<file path="src/design/fbpa_pkg.sv">
package fbpa_pkg;

    localparam int MAX_CACHE = 8;
    localparam int SLOTS     = MAX_CACHE + 1;
    localparam int SLOT_W    = 4;
    localparam int CNT_W     = 4;
    localparam int ID_W      = 16;

    localparam logic [ID_W-1:0] ID_NONE = '1;

    typedef enum logic [1:0] {
        ACT_INIT = 2'd0,
        ACT_GET  = 2'd1,
        ACT_PUT  = 2'd2,
        ACT_SET  = 2'd3
    } action_t;

    typedef enum logic [1:0] {
        US_FREE = 2'd0,
        US_CUR  = 2'd1,
        US_PREP = 2'd2
    } use_t;

    typedef enum logic [1:0] {
        ST_IDLE,
        ST_SCAN,
        ST_DONE
    } state_t;

    typedef struct packed {
        logic load_item;
        logic scan_en;
        logic commit;
        logic addr_scan;
    } ctrl_t;

    typedef struct packed {
        logic req_is_get;
        logic idx_zero;
    } stat_t;

endpackage

</file>
<file path="src/design/fbpa_req_if.sv">
interface fbpa_req_if import fbpa_pkg::*; ();
    logic                     valid;
    logic                     ready;
    logic [1:0]               action;
    logic signed [ID_W-1:0]   request_id;
    logic                     for_current;
    logic [SLOT_W-1:0]        slot;
    logic                     picture_filled;

    modport source (
        output valid, action, request_id, for_current, slot, picture_filled,
        input  ready
    );
    modport sink (
        input  valid, action, request_id, for_current, slot, picture_filled,
        output ready
    );
endinterface

</file>
<file path="src/design/fbpa_rsp_if.sv">
interface fbpa_rsp_if import fbpa_pkg::*; ();
    logic              valid;
    logic              ready;
    logic              granted;
    logic [SLOT_W-1:0] granted_slot;
    logic              is_device_buffer;
    logic              holds_picture;

    modport source (
        output valid, granted, granted_slot, is_device_buffer, holds_picture,
        input  ready
    );
    modport sink (
        input  valid, granted, granted_slot, is_device_buffer, holds_picture,
        output ready
    );
endinterface

</file>
<file path="src/design/fbpa_ctrl.sv">
module fbpa_ctrl import fbpa_pkg::*; (
    input  logic  clk,
    input  logic  rst_n,
    input  logic  in_valid,
    output logic  in_ready,
    output logic  out_valid,
    input  logic  out_ready,
    input  stat_t stat,
    output ctrl_t ctrl
);

    state_t state_reg, state_next;
    logic   out_valid_reg, out_valid_next;

    always_ff @(posedge clk or negedge rst_n)
    begin
        if (!rst_n)
        begin
            state_reg     <= ST_IDLE;
            out_valid_reg <= 1'b0;
        end
        else
        begin
            state_reg     <= state_next;
            out_valid_reg <= out_valid_next;
        end
    end

    // next state
    always_comb
    begin
        state_next = state_reg;
        case (state_reg)
            ST_IDLE:
            begin
                if (in_valid)
                begin
                    state_next = stat.req_is_get ? ST_SCAN : ST_DONE;
                end
            end
            ST_SCAN:
            begin
                if (stat.idx_zero)
                begin
                    state_next = ST_DONE;
                end
            end
            ST_DONE:
            begin
                if (!out_valid_reg || out_ready)
                begin
                    state_next = ST_IDLE;
                end
            end
            default: state_next = ST_IDLE;
        endcase
    end

    // outputs
    always_comb
    begin
        ctrl     = '0;
        in_ready = 1'b0;
        case (state_reg)
            ST_IDLE:
            begin
                in_ready       = 1'b1;
                ctrl.load_item = in_valid;
            end
            ST_SCAN:
            begin
                ctrl.scan_en   = 1'b1;
                ctrl.addr_scan = 1'b1;
            end
            ST_DONE:
            begin
                ctrl.commit = !out_valid_reg || out_ready;
            end
            default: ctrl = '0;
        endcase
    end

    always_comb
    begin
        if (ctrl.commit)
        begin
            out_valid_next = 1'b1;
        end
        else if (out_ready)
        begin
            out_valid_next = 1'b0;
        end
        else
        begin
            out_valid_next = out_valid_reg;
        end
    end

    assign out_valid = out_valid_reg;

endmodule

</file>
<file path="src/design/fbpa_dp.sv">
module fbpa_dp import fbpa_pkg::*; (
    input  logic                   clk,
    input  logic                   rst_n,
    input  logic                   cfg_we,
    input  logic [CNT_W-1:0]       cfg_wdata,
    input  logic [1:0]             in_action,
    input  logic signed [ID_W-1:0] in_request_id,
    input  logic                   in_for_current,
    input  logic [SLOT_W-1:0]      in_slot,
    input  logic                   in_picture_filled,
    input  ctrl_t                  ctrl,
    output stat_t                  stat,
    output logic                   granted,
    output logic [SLOT_W-1:0]      granted_slot,
    output logic                   is_device_buffer,
    output logic                   holds_picture
);

    // configuration and pool size
    logic [CNT_W-1:0]  cfg_reg;
    logic [SLOT_W-1:0] count_reg, count_next;

    // slot state
    use_t              use_reg   [SLOTS];
    use_t              use_next  [SLOTS];
    logic [ID_W-1:0]   owner_reg [SLOTS];
    logic [ID_W-1:0]   owner_next[SLOTS];
    logic              pic_reg   [SLOTS];
    logic              pic_next  [SLOTS];

    // latched item
    action_t           act_reg;
    logic [ID_W-1:0]   id_reg;
    logic              cur_reg;
    logic [SLOT_W-1:0] slot_reg;
    logic              fill_reg;

    // scan state: first hit of each pass
    logic [SLOT_W-1:0] idx_reg;
    logic              h0v_reg, h1v_reg, h2v_reg;
    logic [SLOT_W-1:0] h0_reg, h1_reg, h2_reg;

    // result payload
    logic              granted_reg, dev_reg, holds_reg;
    logic [SLOT_W-1:0] gslot_reg;

    logic [SLOT_W-1:0] addr;
    logic              addr_ok;
    use_t              rd_use;
    logic [ID_W-1:0]   rd_owner;
    logic              rd_pic;
    logic              slot_free;

    logic [SLOT_W-1:0] sat_count;
    logic              found_v;
    logic [SLOT_W-1:0] found_slot;
    logic              keep_pic;
    logic              slot_in_pool;

    logic              res_granted;
    logic [SLOT_W-1:0] res_slot;
    logic              res_holds;

    assign sat_count = (cfg_reg > CNT_W'(MAX_CACHE)) ? SLOT_W'(MAX_CACHE) : SLOT_W'(cfg_reg);

    // get resolution: matching id, then blank, then any free, then forced
    always_comb
    begin
        found_v    = h0v_reg || h1v_reg || h2v_reg || cur_reg;
        keep_pic   = h0v_reg || h1v_reg;
        if (h0v_reg)
        begin
            found_slot = h0_reg;
        end
        else if (h1v_reg)
        begin
            found_slot = h1_reg;
        end
        else if (h2v_reg)
        begin
            found_slot = h2_reg;
        end
        else
        begin
            found_slot = count_reg;
        end
    end

    assign slot_in_pool = (slot_reg <= count_reg);

    // single read port
    always_comb
    begin
        if (ctrl.addr_scan)
        begin
            addr = idx_reg;
        end
        else if (act_reg == ACT_GET)
        begin
            addr = found_slot;
        end
        else
        begin
            addr = slot_reg;
        end
    end

    assign addr_ok   = (addr <= SLOT_W'(MAX_CACHE));
    assign rd_use    = addr_ok ? use_reg[addr]   : US_FREE;
    assign rd_owner  = addr_ok ? owner_reg[addr] : '0;
    assign rd_pic    = addr_ok ? pic_reg[addr]   : 1'b0;
    assign slot_free = (rd_use == US_FREE);

    assign stat.req_is_get = (action_t'(in_action) == ACT_GET);
    assign stat.idx_zero   = (idx_reg == '0);

    // result and state update for the item
    always_comb
    begin
        count_next  = count_reg;
        use_next    = use_reg;
        owner_next  = owner_reg;
        pic_next    = pic_reg;
        res_granted = 1'b0;
        res_slot    = slot_reg;
        res_holds   = 1'b0;
        case (act_reg)
            ACT_INIT:
            begin
                count_next  = sat_count;
                for (int i = 0; i < SLOTS; i++)
                begin
                    use_next[i]   = US_FREE;
                    owner_next[i] = '0;
                    pic_next[i]   = 1'b0;
                end
                if (sat_count != '0)
                begin
                    use_next[0] = US_CUR;
                end
                res_granted = 1'b1;
            end
            ACT_GET:
            begin
                if (found_v)
                begin
                    use_next[found_slot] = cur_reg ? US_CUR : US_PREP;
                    if (!h0v_reg)
                    begin
                        owner_next[found_slot] = id_reg;
                    end
                    if (!keep_pic)
                    begin
                        pic_next[found_slot] = 1'b0;
                    end
                    res_granted = 1'b1;
                    res_slot    = found_slot;
                    res_holds   = keep_pic && rd_pic;
                end
            end
            ACT_PUT:
            begin
                if (slot_in_pool)
                begin
                    use_next[slot_reg] = US_FREE;
                    if (rd_owner == ID_NONE)
                    begin
                        pic_next[slot_reg] = 1'b0;
                    end
                    res_granted = 1'b1;
                    res_holds   = (rd_owner != ID_NONE) && rd_pic;
                end
            end
            ACT_SET:
            begin
                if (slot_in_pool)
                begin
                    pic_next[slot_reg] = fill_reg;
                    res_granted        = 1'b1;
                    res_holds          = fill_reg;
                end
            end
            default: res_granted = 1'b0;
        endcase
    end

    // configuration, pool size and slot state
    always_ff @(posedge clk or negedge rst_n)
    begin
        if (!rst_n)
        begin
            cfg_reg   <= '0;
            count_reg <= '0;
            for (int i = 0; i < SLOTS; i++)
            begin
                use_reg[i]   <= US_FREE;
                owner_reg[i] <= '0;
                pic_reg[i]   <= 1'b0;
            end
        end
        else
        begin
            if (cfg_we)
            begin
                cfg_reg <= cfg_wdata;
            end
            if (ctrl.commit)
            begin
                count_reg <= count_next;
                use_reg   <= use_next;
                owner_reg <= owner_next;
                pic_reg   <= pic_next;
            end
        end
    end

    // scan progress and first hits
    always_ff @(posedge clk or negedge rst_n)
    begin
        if (!rst_n)
        begin
            idx_reg <= '0;
            h0v_reg <= 1'b0;
            h1v_reg <= 1'b0;
            h2v_reg <= 1'b0;
        end
        else if (ctrl.load_item)
        begin
            idx_reg <= count_reg;
            h0v_reg <= 1'b0;
            h1v_reg <= 1'b0;
            h2v_reg <= 1'b0;
        end
        else if (ctrl.scan_en)
        begin
            idx_reg <= idx_reg - SLOT_W'(1);
            if (slot_free && !h0v_reg && (rd_owner == id_reg))
            begin
                h0v_reg <= 1'b1;
            end
            if (slot_free && !h1v_reg && !rd_pic)
            begin
                h1v_reg <= 1'b1;
            end
            if (slot_free && !h2v_reg)
            begin
                h2v_reg <= 1'b1;
            end
        end
    end

    always_ff @(posedge clk)
    begin
        if (ctrl.scan_en)
        begin
            if (slot_free && !h0v_reg && (rd_owner == id_reg))
            begin
                h0_reg <= idx_reg;
            end
            if (slot_free && !h1v_reg && !rd_pic)
            begin
                h1_reg <= idx_reg;
            end
            if (slot_free && !h2v_reg)
            begin
                h2_reg <= idx_reg;
            end
        end
    end

    // item and result payload
    always_ff @(posedge clk)
    begin
        if (ctrl.load_item)
        begin
            act_reg  <= action_t'(in_action);
            id_reg   <= $unsigned(in_request_id);
            cur_reg  <= in_for_current;
            slot_reg <= in_slot;
            fill_reg <= in_picture_filled;
        end
        if (ctrl.commit)
        begin
            granted_reg <= res_granted;
            gslot_reg   <= res_slot;
            dev_reg     <= res_granted && (res_slot == '0);
            holds_reg   <= res_holds;
        end
    end

    assign granted          = granted_reg;
    assign granted_slot     = gslot_reg;
    assign is_device_buffer = dev_reg;
    assign holds_picture    = holds_reg;

endmodule

</file>
<file path="src/design/frame_buffer_pool_allocator.sv">
// Display buffer pool allocator. Slot 0 is the device frame buffer, slots 1..N
// are cache buffers, N taken from cache_buffers (saturated to 8) at each init.
// One item is handled at a time. Init, put and set go from idle straight to the
// commit state, which loads the result register. A get first scans the pool
// one slot per cycle from slot N down to 0 and evaluates all three search passes
// in the same sweep, then commits. A result still waiting on rsp holds the
// commit state, and so that load, until rsp takes it. The result register parts
// the two channels, so a new item may be accepted while the previous result
// still waits on rsp. cache_buffers is written through cfg_we/cfg_wdata and
// only takes effect on the next init.
module frame_buffer_pool_allocator import fbpa_pkg::*; (
    input  logic             clk,
    input  logic             rst_n,
    input  logic             cfg_we,
    input  logic [CNT_W-1:0] cfg_wdata,
    fbpa_req_if.sink         req,
    fbpa_rsp_if.source       rsp
);

    ctrl_t ctrl;
    stat_t stat;

    // sequencer: idle, slot scan for get, commit into result register
    fbpa_ctrl u_ctrl (
        .clk       (clk),
        .rst_n     (rst_n),
        .in_valid  (req.valid),
        .in_ready  (req.ready),
        .out_valid (rsp.valid),
        .out_ready (rsp.ready),
        .stat      (stat),
        .ctrl      (ctrl)
    );

    // slot tables, scan hits and result payload
    fbpa_dp u_dp (
        .clk               (clk),
        .rst_n             (rst_n),
        .cfg_we            (cfg_we),
        .cfg_wdata         (cfg_wdata),
        .in_action         (req.action),
        .in_request_id     (req.request_id),
        .in_for_current    (req.for_current),
        .in_slot           (req.slot),
        .in_picture_filled (req.picture_filled),
        .ctrl              (ctrl),
        .stat              (stat),
        .granted           (rsp.granted),
        .granted_slot      (rsp.granted_slot),
        .is_device_buffer  (rsp.is_device_buffer),
        .holds_picture     (rsp.holds_picture)
    );

    // device flag only ever comes with a grant of slot 0
    a_dev_slot: assert property (@(posedge clk) disable iff (!rst_n)
        rsp.valid && rsp.is_device_buffer |-> rsp.granted && (rsp.granted_slot == '0))
        else $error("device flag without grant of slot 0");

    // a picture is only reported for a granted slot inside the table
    a_pic_range: assert property (@(posedge clk) disable iff (!rst_n)
        rsp.valid && rsp.holds_picture |->
            rsp.granted && (rsp.granted_slot <= SLOT_W'(MAX_CACHE)))
        else $error("picture flag outside pool");

    // a commit never overwrites a result still waiting
    a_no_overwrite: assert property (@(posedge clk) disable iff (!rst_n)
        ctrl.commit |-> !rsp.valid || rsp.ready)
        else $error("result overwritten");

    // no new item while a scan is running
    a_scan_busy: assert property (@(posedge clk) disable iff (!rst_n)
        ctrl.scan_en |-> !ctrl.load_item && !req.ready)
        else $error("item accepted during scan");

endmodule

</file>
<file path="src/flat_wrapper.sv">
// flat-port wrapper written by rule: the top's interface ports become plain ports
module frame_buffer_pool_allocator_flat import fbpa_pkg::*;
  (clk, rst_n, cfg_we, cfg_wdata, req_valid, req_action, req_request_id, req_for_current, req_slot, req_picture_filled, req_ready, rsp_valid, rsp_granted, rsp_granted_slot, rsp_is_device_buffer, rsp_holds_picture, rsp_ready);
  fbpa_req_if req_i ();
  fbpa_rsp_if rsp_i ();
  input  logic clk;
  input  logic rst_n;
  input  logic cfg_we;
  input  logic [CNT_W-1:0] cfg_wdata;
  input wire logic [$bits(req_i.valid)-1:0] req_valid;
  input wire logic [$bits(req_i.action)-1:0] req_action;
  input wire logic [$bits(req_i.request_id)-1:0] req_request_id;
  input wire logic [$bits(req_i.for_current)-1:0] req_for_current;
  input wire logic [$bits(req_i.slot)-1:0] req_slot;
  input wire logic [$bits(req_i.picture_filled)-1:0] req_picture_filled;
  output wire logic [$bits(req_i.ready)-1:0] req_ready;
  output wire logic [$bits(rsp_i.valid)-1:0] rsp_valid;
  output wire logic [$bits(rsp_i.granted)-1:0] rsp_granted;
  output wire logic [$bits(rsp_i.granted_slot)-1:0] rsp_granted_slot;
  output wire logic [$bits(rsp_i.is_device_buffer)-1:0] rsp_is_device_buffer;
  output wire logic [$bits(rsp_i.holds_picture)-1:0] rsp_holds_picture;
  input wire logic [$bits(rsp_i.ready)-1:0] rsp_ready;
  assign req_i.valid = req_valid;
  assign req_i.action = req_action;
  assign req_i.request_id = req_request_id;
  assign req_i.for_current = req_for_current;
  assign req_i.slot = req_slot;
  assign req_i.picture_filled = req_picture_filled;
  assign req_ready = req_i.ready;
  assign rsp_valid = rsp_i.valid;
  assign rsp_granted = rsp_i.granted;
  assign rsp_granted_slot = rsp_i.granted_slot;
  assign rsp_is_device_buffer = rsp_i.is_device_buffer;
  assign rsp_holds_picture = rsp_i.holds_picture;
  assign rsp_i.ready = rsp_ready;
  frame_buffer_pool_allocator u_core (.clk(clk), .rst_n(rst_n), .cfg_we(cfg_we), .cfg_wdata(cfg_wdata), .req(req_i), .rsp(rsp_i));
endmodule
</file>
<file path="config.mk">
export PLATFORM = sky130hd
export DESIGN_NAME = frame_buffer_pool_allocator_flat
export DESIGN_NICKNAME = d
export VERILOG_FILES = /design/src/design/fbpa_pkg.sv /design/src/design/fbpa_req_if.sv /design/src/design/fbpa_rsp_if.sv /design/src/design/fbpa_ctrl.sv /design/src/design/fbpa_dp.sv /design/src/design/frame_buffer_pool_allocator.sv /design/src/flat_wrapper.sv
export SDC_FILE = /design/constraint.sdc
export NUM_CORES = 1
export LEC_CHECK = 0
export ABC_CLOCK_PERIOD_IN_PS = 5700
export BUFFER_PORTS_ARGS = -buffer_cell sky130_fd_sc_hd__buf_2
export CORE_ASPECT_RATIO = 1.75
export CORE_MARGIN = 2
export CORE_UTILIZATION = 41
export CTS_CLUSTER_DIAMETER = 120
export DETAILED_ROUTE_END_ITERATION = 6
export GPL_ROUTABILITY_DRIVEN = 0
export HOLD_SLACK_MARGIN = 0.05
export PLACE_DENSITY_LB_ADDON = 0.25
export SYNTH_ARGS = -nofsm -noshare
export SYNTH_HDL_FRONTEND = slang
export SYNTH_SLANG_ARGS = --single-unit
</file>
<file path="constraint.sdc">
create_clock -name clk -period 5.7 [get_ports clk]
set_clock_uncertainty 0.15 [all_clocks]
set_input_delay 1.14 -clock clk [delete_from_list [all_inputs] [get_ports clk]]
set_output_delay 1.14 -clock clk [all_outputs]
set_load 0.01 [all_outputs]
</file>
==> reports/results.ini, run 1 <==
[run_status]
outcome = completed

[critical_path]
worstPathCellList = inv_1 -> ha_1 -> a21bo_2 -> a211oi_2 -> o21a_2 -> buf_4 -> a21oi_1 -> a221oi_1 -> a21oi_1 -> xnor2_1 -> o41ai_1 -> nor4bb_1 -> buf_4
arrival_ps = 4890
cpMaxStageDelayCell = o21a_2
crit_fanout = 31
cpPeakStageDelay_ps = 700
required_ps = 5810
endpoint_kind = flop
setup.worst_path.class = flop to flop
cp-start-kind = flop

[floorplan]
rows = 85
initial_core_util_pct = 41.68
ioPinCount = 42
die_h_um = 238.3
core_sq_mm = 0.03084
die_area_sq_mm = 0.03284
die_w_um = 137.9

[layout]
n_antenna_cell = 0
nNetsFinal = 1432
final_area_sq_mm = 0.01394
largest_reg_flops = 144
final_util_pct = 45.21
fillers = 3082
drive_above_1_share_pct = 10.56
synthToLayoutAreaGrowth_pct = 8.467

[timing]
worstMarginPinSlew_ps = 1087
max_freq_mhz = 209.3
slew_viol_final = 0
period_needed_ps = 4779
slew_headroom_pct = 27.34
rsz0062_at_grt = no
fin_crit_sh_pct = 83.84
setup_viol = 0
layout_setup_ws_ps = 921.1
fin_setup_tns_ps = 0
hold_viol = 0

[run]
maxCapViolCount = 0

[routing]
antenna_left = 0
wl_per_cell_um = 22.89
vias_per_cell = 6.176
drc = 0
drt_iter0_drc = 954
finalWirelength_mm = 41.05
vias = 11070
drt_pass1_iterations = 5

[power_and_ir_drop]
p_total_uw = 7331
switchingPower_uw = 3309
p_comb_share_pct = 45.8
p_leak_uw = 0.005691
internal_power_uw = 4022
power.density_mw_per_mm2 = 525.7
seq_power_share_pct = 34.6
irDropWorstVdd_v = 0.0003611
power_frac_clock_pct = 19.6
switching_share_pct = 45.14

[grt]
overflow = 0
grt_util_met1_pct = 30.65
grt_use_met2_pct = 42.74
grt_pass1_vias = 11110
grt.total_usage_pct = 25.59
antenna_found_initial = 0
grt_max_degree = 119
grt_pass1_wl_mm = 64.23
grt_use_met3_pct = 2.486
top_usage_layer = met2

[clocking]
root_buffer = clkbuf_16
cts_tree = done
clock_latency_ps = 550
hold_buffers = 0
cts_setup_buffers = 0
cts.clk_slew.worst_paths_ps = 70
clock_sinks = 232
cts_resized = 0
cts_buffers = 23
clockBufferDepth = 3
h-tree-depth = 1

[synth]
synthCells = 1398
synth.top_cells.by_area = dfrtp_1, edfxtp_1, nand2_1, o21ai_0, mux2i_1
synth_top_area_share_pct = 36.79
ys_warn_count = 0
yosys.area.top_type = dfrtp_1
synth-async-reset-ratio_pct = 81.47
syn_avg_cell_area_sq_um = 9.196
yosysSeqAreaShare_pct = 46.83
synth_edf_count = 43
synth_fp_nets = 1441
synth_flop_cell = dfrtp_1
synth_cell_types = 86
syn_area_sq_mm = 0.01286
ys_ff_latch = 232

[hold_path]
hold_class = flop to flop

[place]
portBuffers = 41
hpwl_mm = 27.47
place_area_sq_mm = 0.01327
post-place-ws_ps = 1001

layout by cell type, fill, tap and decap left out, types with 7 or more instances in the layout:
master and instances:
xnor2_1 10, nand3_1 21, inv_1 23, a21o_1 18, o211ai_1 12, mux2_2 18
o22ai_1 21, nor2_1 59, a21oi_1 64, nor2b_1 15, mux2i_1 62, a221oi_1 12
nand2b_1 16, clkbuf_16 23, buf_4 20, o31ai_1 9, and2_1 9, ha_1 10
a22oi_1 19, o21ai_0 187, a31oi_1 8, dfrtp_1 189, nand2_1 284, buf_2 40
a22o_1 10, o311ai_1 15, a211oi_1 8, edfxtp_1 43, and3_1 29, o2111ai_1 7
nor3_1 14
power by group through the flow:
stage	registers [uW]	logic, uW	clock network [uW]
detailed placement	2550	3320	0
global placement	2540	3280	0
global route	2590	3640	1520
CTS	2520	3330	1460
floorplan	2380	2460	0
finish	2530	3360	1440
critical path: cells and delay by family, from the launching register on:
family                   cells  cell delay (ps)
AO/OA/AOI/OAI                7             2140
AND/OR/NAND/NOR              1              550
XOR/XNOR                     1              180
buffers and inverters        3              650
flip-flops                   1              410
adder cells (fa/ha/maj)      1              350
routing by layer:
metal	vias to the layer above	routed length, um
li1	5042	-
met1	5438	15630
met2	427	20200
met3	167	2079
met4	0	3146
met5	-	0
synthesized netlist by cell type (15+ instances only):
cell type  count
nor2b_1       15
o311ai_1      15
inv_1         23
nand2_1      284
nor2_1        59
o22ai_1       21
buf_2         20
clkbuf_1      59
a21o_1        18
a22oi_1       19
o21ai_0      188
and3_1        29
mux2i_1       62
mux2_2        18
dfrtp_1      189
a21oi_1       64
nand3_1       21
nand2b_1      16
edfxtp_1      43
kinds of logic after synthesis:
| kind of cell | count (synthesis) | synth area share [%] |
|---|---|---|
| AO/OA/AOI/OAI | 447 | 22.34 |
| XOR/XNOR | 14 | 0.9537 |
| adder cells (fa/ha/maj) | 10 | 0.9732 |
| buffers and inverters | 120 | 4.457 |
| flip-flops | 232 | 46.83 |
| multiplexers | 84 | 6.890 |
| AND/OR/NAND/NOR | 491 | 17.56 |
path summary, 6_finish.rpt:
path | startpoint | depth (start not counted) | endpoint | slack [ps]
max in group asynchronous | rst_n | 2 | u_core.u_dp.owner_reg[67] | 3840
max | u_core.u_dp.act_reg[1] | 13 | u_core.u_dp.h0_reg[1] | 920
min | u_core.u_dp.owner_reg[130] | 2 | u_core.u_dp.owner_reg[130] | 330
min reg2reg | u_core.u_dp.owner_reg[130] | 2 | u_core.u_dp.owner_reg[130] | 330
max reg2reg | u_core.u_dp.act_reg[1] | 13 | u_core.u_dp.h0_reg[1] | 920
min in group asynchronous | rst_n | 1 | u_core.u_dp.owner_reg[60] | 450
per-stage QoR:
step | hold WS [ps] | instances
6_report | 329.2 | 1793
5_1_grt | 352.5 | 1793
4_1_cts | 334.5 | 1793
3_5_place_dp | 320.4 | 1755
3_3_place_gp | 308.7 | 1755
2_1_floorplan | 292.8 | 1398
cell type report:
type	instances	area [sq um]	area share (%)
multi-input cells	1046	6266	44.94
clock buffers	30	631.9	4.531
repair buffers	63	404.1	2.898
flip-flops and latches	232	6021	43.18
well taps	391	489.2	3.508
clock inverters	8	46.29	0.3320
inverters	23	86.33	0.6191
Power figures use the tool's default switching activity.
==> inputs of run 2 (changes only) <==
--- a/config.mk
+++ b/config.mk
@@ -5,7 +5,8 @@
 export SDC_FILE = /design/constraint.sdc
 export NUM_CORES = 1
 export LEC_CHECK = 0
-export ABC_CLOCK_PERIOD_IN_PS = 5700
+export ABC_AREA = 1
+export ABC_CLOCK_PERIOD_IN_PS = 5000
 export BUFFER_PORTS_ARGS = -buffer_cell sky130_fd_sc_hd__buf_2
 export CORE_ASPECT_RATIO = 1.75
 export CORE_MARGIN = 2
==> constraint.sdc (replaced) <==
create_clock -name clk -period 5 [get_ports clk]
set_clock_uncertainty 0.15 [all_clocks]
set_input_delay 1 -clock clk [delete_from_list [all_inputs] [get_ports clk]]
set_output_delay 1 -clock clk [all_outputs]
set_load 0.01 [all_outputs]
==> run 2 against run 1 <==
Synthesized cell count grew 1.7%. Final cell count up 3.1%. Combinational power increased by 24%. Final area is 4.3% lower. Non-clock buffer count is 13 higher. Global-route usage down 0.21 points. Synthesized area shrank 7.3%. Via count is 5.4% lower. Utilization rose by 1.4 points. Register-to-register slack improved by 90 ps. Critical path type unchanged. Critical endpoint is now u_core.u_dp.pic_reg[2]. Largest cell class is now sequential cells.
==> reports/results.ini, run 2 <==
[routing]
vias_per_cell = 5.669  ; -8.2%
finalWirelength_mm = 38.54  ; -6.1%
antenna_left = 0  ; unchanged
drc = 0  ; unchanged
drt_pass1_iterations = 5  ; unchanged
vias = 10480  ; -5.4%
wl_per_cell_um = 20.86  ; -8.9%
drt_iter0_drc = 873  ; -8.5%

[synth]
synth_top_area_share_pct = 39.68  ; +2.9 points
synthCells = 1422  ; +1.7%
yosys.area.top_type = dfrtp_1
synth_cell_types = 50  ; -42%
synth_fp_nets = 1465  ; +1.7%
ys_warn_count = 0  ; unchanged
yosys-top-cells-count = nand2_1, inv_1, nand3_1
synth_flop_cell = dfrtp_1
synth.top_cells.by_area = dfrtp_1, edfxtp_1, nand3_1, nand2_1, o22ai_1
synth_edf_count = 43  ; unchanged
yosysSeqAreaShare_pct = 50.51  ; +3.7 points
syn_area_sq_mm = 0.01192  ; -7.3%
synth-async-reset-ratio_pct = 81.47  ; unchanged
synth_most_common_cell = nand2_1
ys_ff_latch = 232  ; unchanged
syn_avg_cell_area_sq_um = 8.382  ; -8.9%

[timing]
fin_crit_sh_pct = 79.83  ; -4.0 points
fin_setup_tns_ps = 0  ; unchanged
hold_ws_ps = 339.2  ; +10.00 ps
rsz0062_at_grt = no
hold_viol = 0  ; unchanged
slew_viol_final = 0  ; unchanged
worstMarginPinSlew_ps = 1008  ; -79.48 ps
period_needed_ps = 3992  ; -787.2 ps
slew_headroom_pct = 32.81  ; +5.5 points
setup_viol = 0  ; unchanged
max_freq_mhz = 250.5  ; +20%

[power_and_ir_drop]
power.density_mw_per_mm2 = 695.5  ; +32%
irDropWorstVdd_v = 0.0003580  ; -0.86%
p_leak_uw = 0.005720  ; +0.50%

[critical_path]
arrival_ps = 4260  ; -630 ps
cpMaxStageDelayCell = buf_4
cpPeakStageDelay_ps = 550  ; -150 ps
r2r_cells = 19  ; +6
worstPathCellList = inv_1 -> ha_1 -> buf_4 -> nand3_1 -> nand2_2 -> buf_4 -> nand3_1 -> nand3_1 -> nand3_1 -> nand3_1 -> nand2_1 -> nor2_1 -> nand2_1 -> nor2_1 -> nand2_1 -> nand2_2 -> nand3_4 -> nand2_1 -> o21ai_2
crit_buf_inv = 3  ; unchanged
cp_common_cell = nand3_1
crit_fanout = 60  ; +94%
cp-start-kind = flop
endpoint_kind = flop
setup.worst_path.class = flop to flop
required_ps = 5270  ; -540 ps
cp.depth = 19  ; +6
cp_top_family = simple AND/OR/NAND/NOR gates

[floorplan]
ioPinCount = 42  ; unchanged
core_sq_mm = 0.02863  ; -7.2%
initial_core_util_pct = 41.64  ; -0.045 points
die_w_um = 132.9  ; -3.6%
die_h_um = 229.6  ; -3.7%
rows = 82  ; -3.5%
die_area_sq_mm = 0.03050  ; -7.1%

[clocking]
h-tree-depth = 1  ; unchanged
cts_resized = 0  ; unchanged
cts.clk_slew.worst_paths_ps = 60  ; about the same
cts_buffers = 24  ; +4.3%
clock_sinks = 232  ; unchanged
clockBufferDepth = 3  ; unchanged
clock_latency_ps = 540  ; about the same
cts_setup_buffers = 0  ; unchanged
hold_buffers = 0  ; unchanged
cts_tree = done
root_buffer = clkbuf_16

[hold_path]
hold_depth = 2  ; unchanged
hold_class = flop to flop

[grt]
grt_max_degree = 104  ; -13%
grt.total_usage_pct = 25.38  ; -0.21 points
antenna_found_initial = 0  ; unchanged
grt_pass1_wl_mm = 60.12  ; -6.4%
grt_pass1_vias = 10460  ; -5.8%
overflow = 0  ; unchanged

[layout]
final-seq-area_sq_mm = 0.006021  ; unchanged
final_cell_mix = nand2_1, inv_1, nand3_1
multi_input_area_sq_mm = 0.004715  ; -25%
fillers = 2767  ; -10%
largest_reg_flops = 144  ; unchanged
drive_above_1_share_pct = 10.75  ; +0.19 points
layout_commonest_cell = nand2_1
n_antenna_cell = 0  ; unchanged
synthToLayoutAreaGrowth_pct = 12.01
nNetsFinal = 1495  ; +4.4%

[place]
hpwl_mm = 26.01  ; -5.3%
portBuffers = 41  ; unchanged

[run]
maxCapViolCount = 0  ; unchanged

[run_status]
outcome = completed

run 2: cell types whose count changed after synthesis, sizes merged, moves of 52 or more:
cell,delta
mux2i,-63
o22ai,+115
nand3,+179
o21ai,-87
inv,+183
nand2,-52
run 2: layout make-up:
type                            instances  area share [%]
Timing Repair Buffer                   76           3.571
Tap cell                              378           3.543
Inverter                              215           6.054
Clock buffer                           29           4.873
Sequential cell                       232           45.10
Multi-Input combinational cell        903           35.31
Clock inverter                         15           1.546
run 2: per-stage QoR:
step / std cells / utilization (%) / worst slack [ps] / power, uW / instance area, sq um
finish: 1848 / 46.64 / 1008 / 9285 / 13350
global route: 1848 / 46.64 / 688.5 / 9874 / 13350
CTS: 1848 / 46.64 / 1073 / 9263 / 13350
detailed placement: 1804 / 43.64 / 1095 / 7256 / 12490
global placement: 1804 / 43.64 / 1099 / 7201 / 12490
floorplan: 1422 / - / 1903 / 5927 / 11920
run 2: path summary, 6_finish.rpt:
path	from	end	slack, ps
max	u_core.u_dp.act_reg[1]	u_core.u_dp.pic_reg[2]	1010
min	u_core.u_dp.use_reg[9]	u_core.u_dp.use_reg[9]	340
max reg2reg	u_core.u_dp.act_reg[1]	u_core.u_dp.pic_reg[2]	1010
min reg2reg	u_core.u_dp.use_reg[9]	u_core.u_dp.use_reg[9]	340
max in group asynchronous	rst_n	u_core.u_dp.owner_reg[15]	3310
min in group asynchronous	rst_n	u_core.u_dp.owner_reg[18]	410
run 2: where the power goes:
part / switching [uW] / internal, uW
logic: 2910 / 1270
clock network: 792 / 1190
registers: 462 / 2660
run 2: per-layer routing:
layer  vias to the layer above  part of all wire [%]  GRT usage (%)
met3                       137                   4.7          2.745
met4                         0                   7.8          17.51
li1                       4896                     -              -
met2                       398                    51          44.43
met5                         -                     0              0
met1                      5046                    36          28.76
run 2: cells by family after synthesis:
| logic type | count (synthesis) | synth area share (%) |
|---|---|---|
| compound gates | 336 | 17.36 |
| xor+xnor | 7 | 0.5144 |
| fa+ha+maj | 10 | 1.050 |
| buf+inv | 287 | 10.01 |
| flops | 232 | 50.51 |
| simple gates | 550 | 20.54 |
run 2: worst min-delay path, stage by stage (launching register included):
cell,delay (ps)
dfrtp_1,350
nand2_1,50
o31ai_1,50
==> inputs of run 3 (changes only) <==
--- a/config.mk
+++ b/config.mk
@@ -6,7 +6,7 @@
 export NUM_CORES = 1
 export LEC_CHECK = 0
 export ABC_AREA = 1
-export ABC_CLOCK_PERIOD_IN_PS = 5000
+export ABC_CLOCK_PERIOD_IN_PS = 4000
 export BUFFER_PORTS_ARGS = -buffer_cell sky130_fd_sc_hd__buf_2
 export CORE_ASPECT_RATIO = 1.75
 export CORE_MARGIN = 2
==> constraint.sdc (replaced) <==
create_clock -name clk -period 4 [get_ports clk]
set_clock_uncertainty 0.15 [all_clocks]
set_input_delay 0.8 -clock clk [delete_from_list [all_inputs] [get_ports clk]]
set_output_delay 0.8 -clock clk [all_outputs]
set_load 0.01 [all_outputs]
==> run 3 against run 2 <==
Final cell count increased by 0.16%. Worst setup slack got worse by 640 ps. Non-clock buffer count increased by 2. Hold slack got worse by 170 ps. Die area unchanged. Clock power increased by 23%. First-iteration DRC count increased by 9.2%. Utilization increased by 0.36 points. Critical path type unchanged. Critical endpoint is now u_core.u_dp.h0_reg[0].
==> reports/results.ini, run 3 (synthesis results as in run 2) <==
[grt]
overflow = 0  ; unchanged
grt_pass1_wl_mm = 59.97  ; -0.24%
grt_max_degree = 92  ; -12%
antenna_found_initial = 0  ; unchanged
grt_pass1_vias = 10800  ; +3.3%
grt.total_usage_pct = 25.26  ; -0.12 points

[routing]
antenna_left = 0  ; unchanged
wl_per_cell_um = 20.65  ; -1.0%
vias_per_cell = 5.701  ; +0.55%
finalWirelength_mm = 38.21  ; -0.86%
drt_iter0_drc = 953  ; +9.2%
drt_pass1_iterations = 6  ; +1
vias = 10550  ; +0.72%
drc = 0  ; unchanged

[clocking]
root_buffer = clkbuf_16
cts_resized = 0  ; unchanged
cts_tree = done
clockBufferDepth = 3  ; unchanged
clock_latency_ps = 540  ; about the same
h-tree-depth = 1  ; unchanged
cts_buffers = 25  ; +4.2%
cts_setup_buffers = 0  ; unchanged
cts.clk_slew.worst_paths_ps = 70  ; about the same
hold_buffers = 0  ; unchanged
clock_sinks = 232  ; unchanged

[power_and_ir_drop]
irDropWorstVdd_v = 0.0004440  ; +24%
p_comb_share_pct = 46.1  ; +1.1 points
power.density_mw_per_mm2 = 868.7  ; +25%
power_frac_clock_pct = 20.8  ; -0.5 points
p_leak_uw = 0.005764  ; +0.78%
seq_power_share_pct = 33.1  ; -0.6 points
switchingPower_uw = 5292  ; +27%
internal_power_uw = 6394  ; +25%
switching_share_pct = 45.28  ; +0.45 points

[critical_path]
endpoint_kind = flop
cp_top_family = simple AND/OR/NAND/NOR gates
cpMaxStageDelayCell = edfxtp_1
crit_buf_inv = 3  ; unchanged
required_ps = 4050  ; -1220 ps
crit_fanout = 18  ; -70%
worstPathCellList = inv_1 -> ha_1 -> buf_4 -> o21ai_1 -> inv_1 -> nand2_2 -> o21ai_4 -> nand3_4 -> o21ai_0 -> nand2_1 -> nand2_1 -> nand4_1 -> nor2_1 -> nand3_1 -> nor2_1
arrival_ps = 3680  ; -580 ps
cpPeakStageDelay_ps = 410  ; -140 ps
cp-start-kind = flop
setup.worst_path.class = flop to flop

[layout]
synthToLayoutAreaGrowth_pct = 12.87
nNetsFinal = 1498  ; +0.20%
layout_commonest_cell = nand2_1
final_cell_mix = nand2_1, inv_1, nand3_1
multi_input_area_sq_mm = 0.004722  ; +0.16%
largest_reg_flops = 144  ; unchanged
n_antenna_cell = 0  ; unchanged
final-seq-area_sq_mm = 0.006021  ; unchanged
fillers = 2773  ; +0.22%
drive_above_1_share_pct = 11.27  ; +0.52 points
fin_cells = 1851  ; +0.16%

[place]
portBuffers = 41  ; unchanged
dp_cells = 1806  ; +0.11%
hpwl_mm = 25.83  ; -0.70%

[floorplan]
ioPinCount = 42  ; unchanged
die_h_um = 229.6  ; unchanged
die_area_sq_mm = 0.03050  ; unchanged
rows = 82  ; unchanged
core_sq_mm = 0.02863  ; unchanged
die_w_um = 132.9  ; unchanged
initial_core_util_pct = 41.64  ; unchanged

[hold_path]
hold_class = input pin to asynchronous set/reset pin

[run_status]
outcome = completed

[timing]
max_freq_mhz = 275.4  ; +9.9%
worstMarginPinSlew_ps = 1300  ; +292.5 ps
fin_setup_tns_ps = 0  ; unchanged
period_needed_ps = 3631  ; -360.6 ps
rsz0062_at_grt = no
setup_viol = 0  ; unchanged
fin_crit_sh_pct = 90.78  ; +11 points
hold_viol = 0  ; unchanged
slew_headroom_pct = 12.99  ; -20 points
slew_viol_final = 0  ; unchanged

[run]
maxCapViolCount = 0  ; unchanged

## run 3: changes by cell type in the layout (fill, tap and decap cells not counted)
cell	delta
bufinv_16	-2
o21ai_2	-1
clkbuf_8	+1
clkinv_4	+6
o21ai_4	+1
clkinv_2	+1
clkbuf_1	-2
clkinv_1	-3
buf_12	+7
buf_4	-5
## run 3: routing by layer
layer | track usage (%) | routed length (um) | share of wire (%) | vias to the layer above
met5 | 0 | 0 | 0 | -
met4 | 19.59 | 3193 | 8.4 | 0
met3 | 2.722 | 1758 | 4.6 | 158
met2 | 44.33 | 19350 | 51 | 398
met1 | 27.62 | 13910 | 36 | 5086
li1 | - | - | - | 4910
## run 3: cell type report
cell class,count,share of cell area [%]
Sequential cell,232,44.75
Multi-Input combinational cell,903,35.10
Inverter,215,6.008
Clock buffer,28,4.883
Timing Repair Buffer,78,4.306
Tap cell,378,3.516
Clock inverter,17,1.432
## run 3: worst register-to-register path, delay by kind of cell, from the launching register on
kind,cells,cell delay (ps)
and+or+nand+nor,8,1370
DFF,1,410
buffers and inverters,3,490
AOI/OAI and AO/OA,3,620
adders and majority gates,1,250
## run 3: final timing paths
| check | slack [ps] | cells past startpoint | startpoint | to |
|---|---|---|---|---|
| setup reg to reg | 370 | 15 | u_core.u_dp.act_reg[1] | u_core.u_dp.h0_reg[0] |
| min in group clk | 290 | 1 | req_request_id[6] | u_core.u_dp.id_reg[6] |
| hold / removal | 160 | 1 | rst_n | u_core.u_dp.owner_reg[33] |
| setup / recovery | 370 | 15 | u_core.u_dp.act_reg[1] | u_core.u_dp.h0_reg[0] |
| max in group asynchronous | 2730 | 2 | rst_n | u_core.u_dp.owner_reg[5] |
| hold reg to reg | 340 | 2 | u_core.u_dp.use_reg[6] | u_core.u_dp.use_reg[6] |
## run 3: power by group through the flow
stage	clock (uW)	sequential, uW	combinational, uW
floorplan	0	3750	3660
global placement	0	3880	5230
detailed placement	0	3890	5300
CTS	2460	3860	5310
global route	2550	3970	5920
finish	2430	3870	5390
## run 3: through the flow
step	hold slack [ps]	utilization, %	total power (uW)	setup slack [ps]	area [sq um]
6_report	164.3	47.00	11690	368.8	13450
3_3_place_gp	320.7	44.00	9106	288.6	12600
5_1_grt	238.5	47.00	12440	74.28	13450
3_5_place_dp	324.6	44.00	9186	220.8	12600
4_1_cts	213.7	46.97	11630	213.5	13450
2_1_floorplan	301.8	-	7409	1027	11920
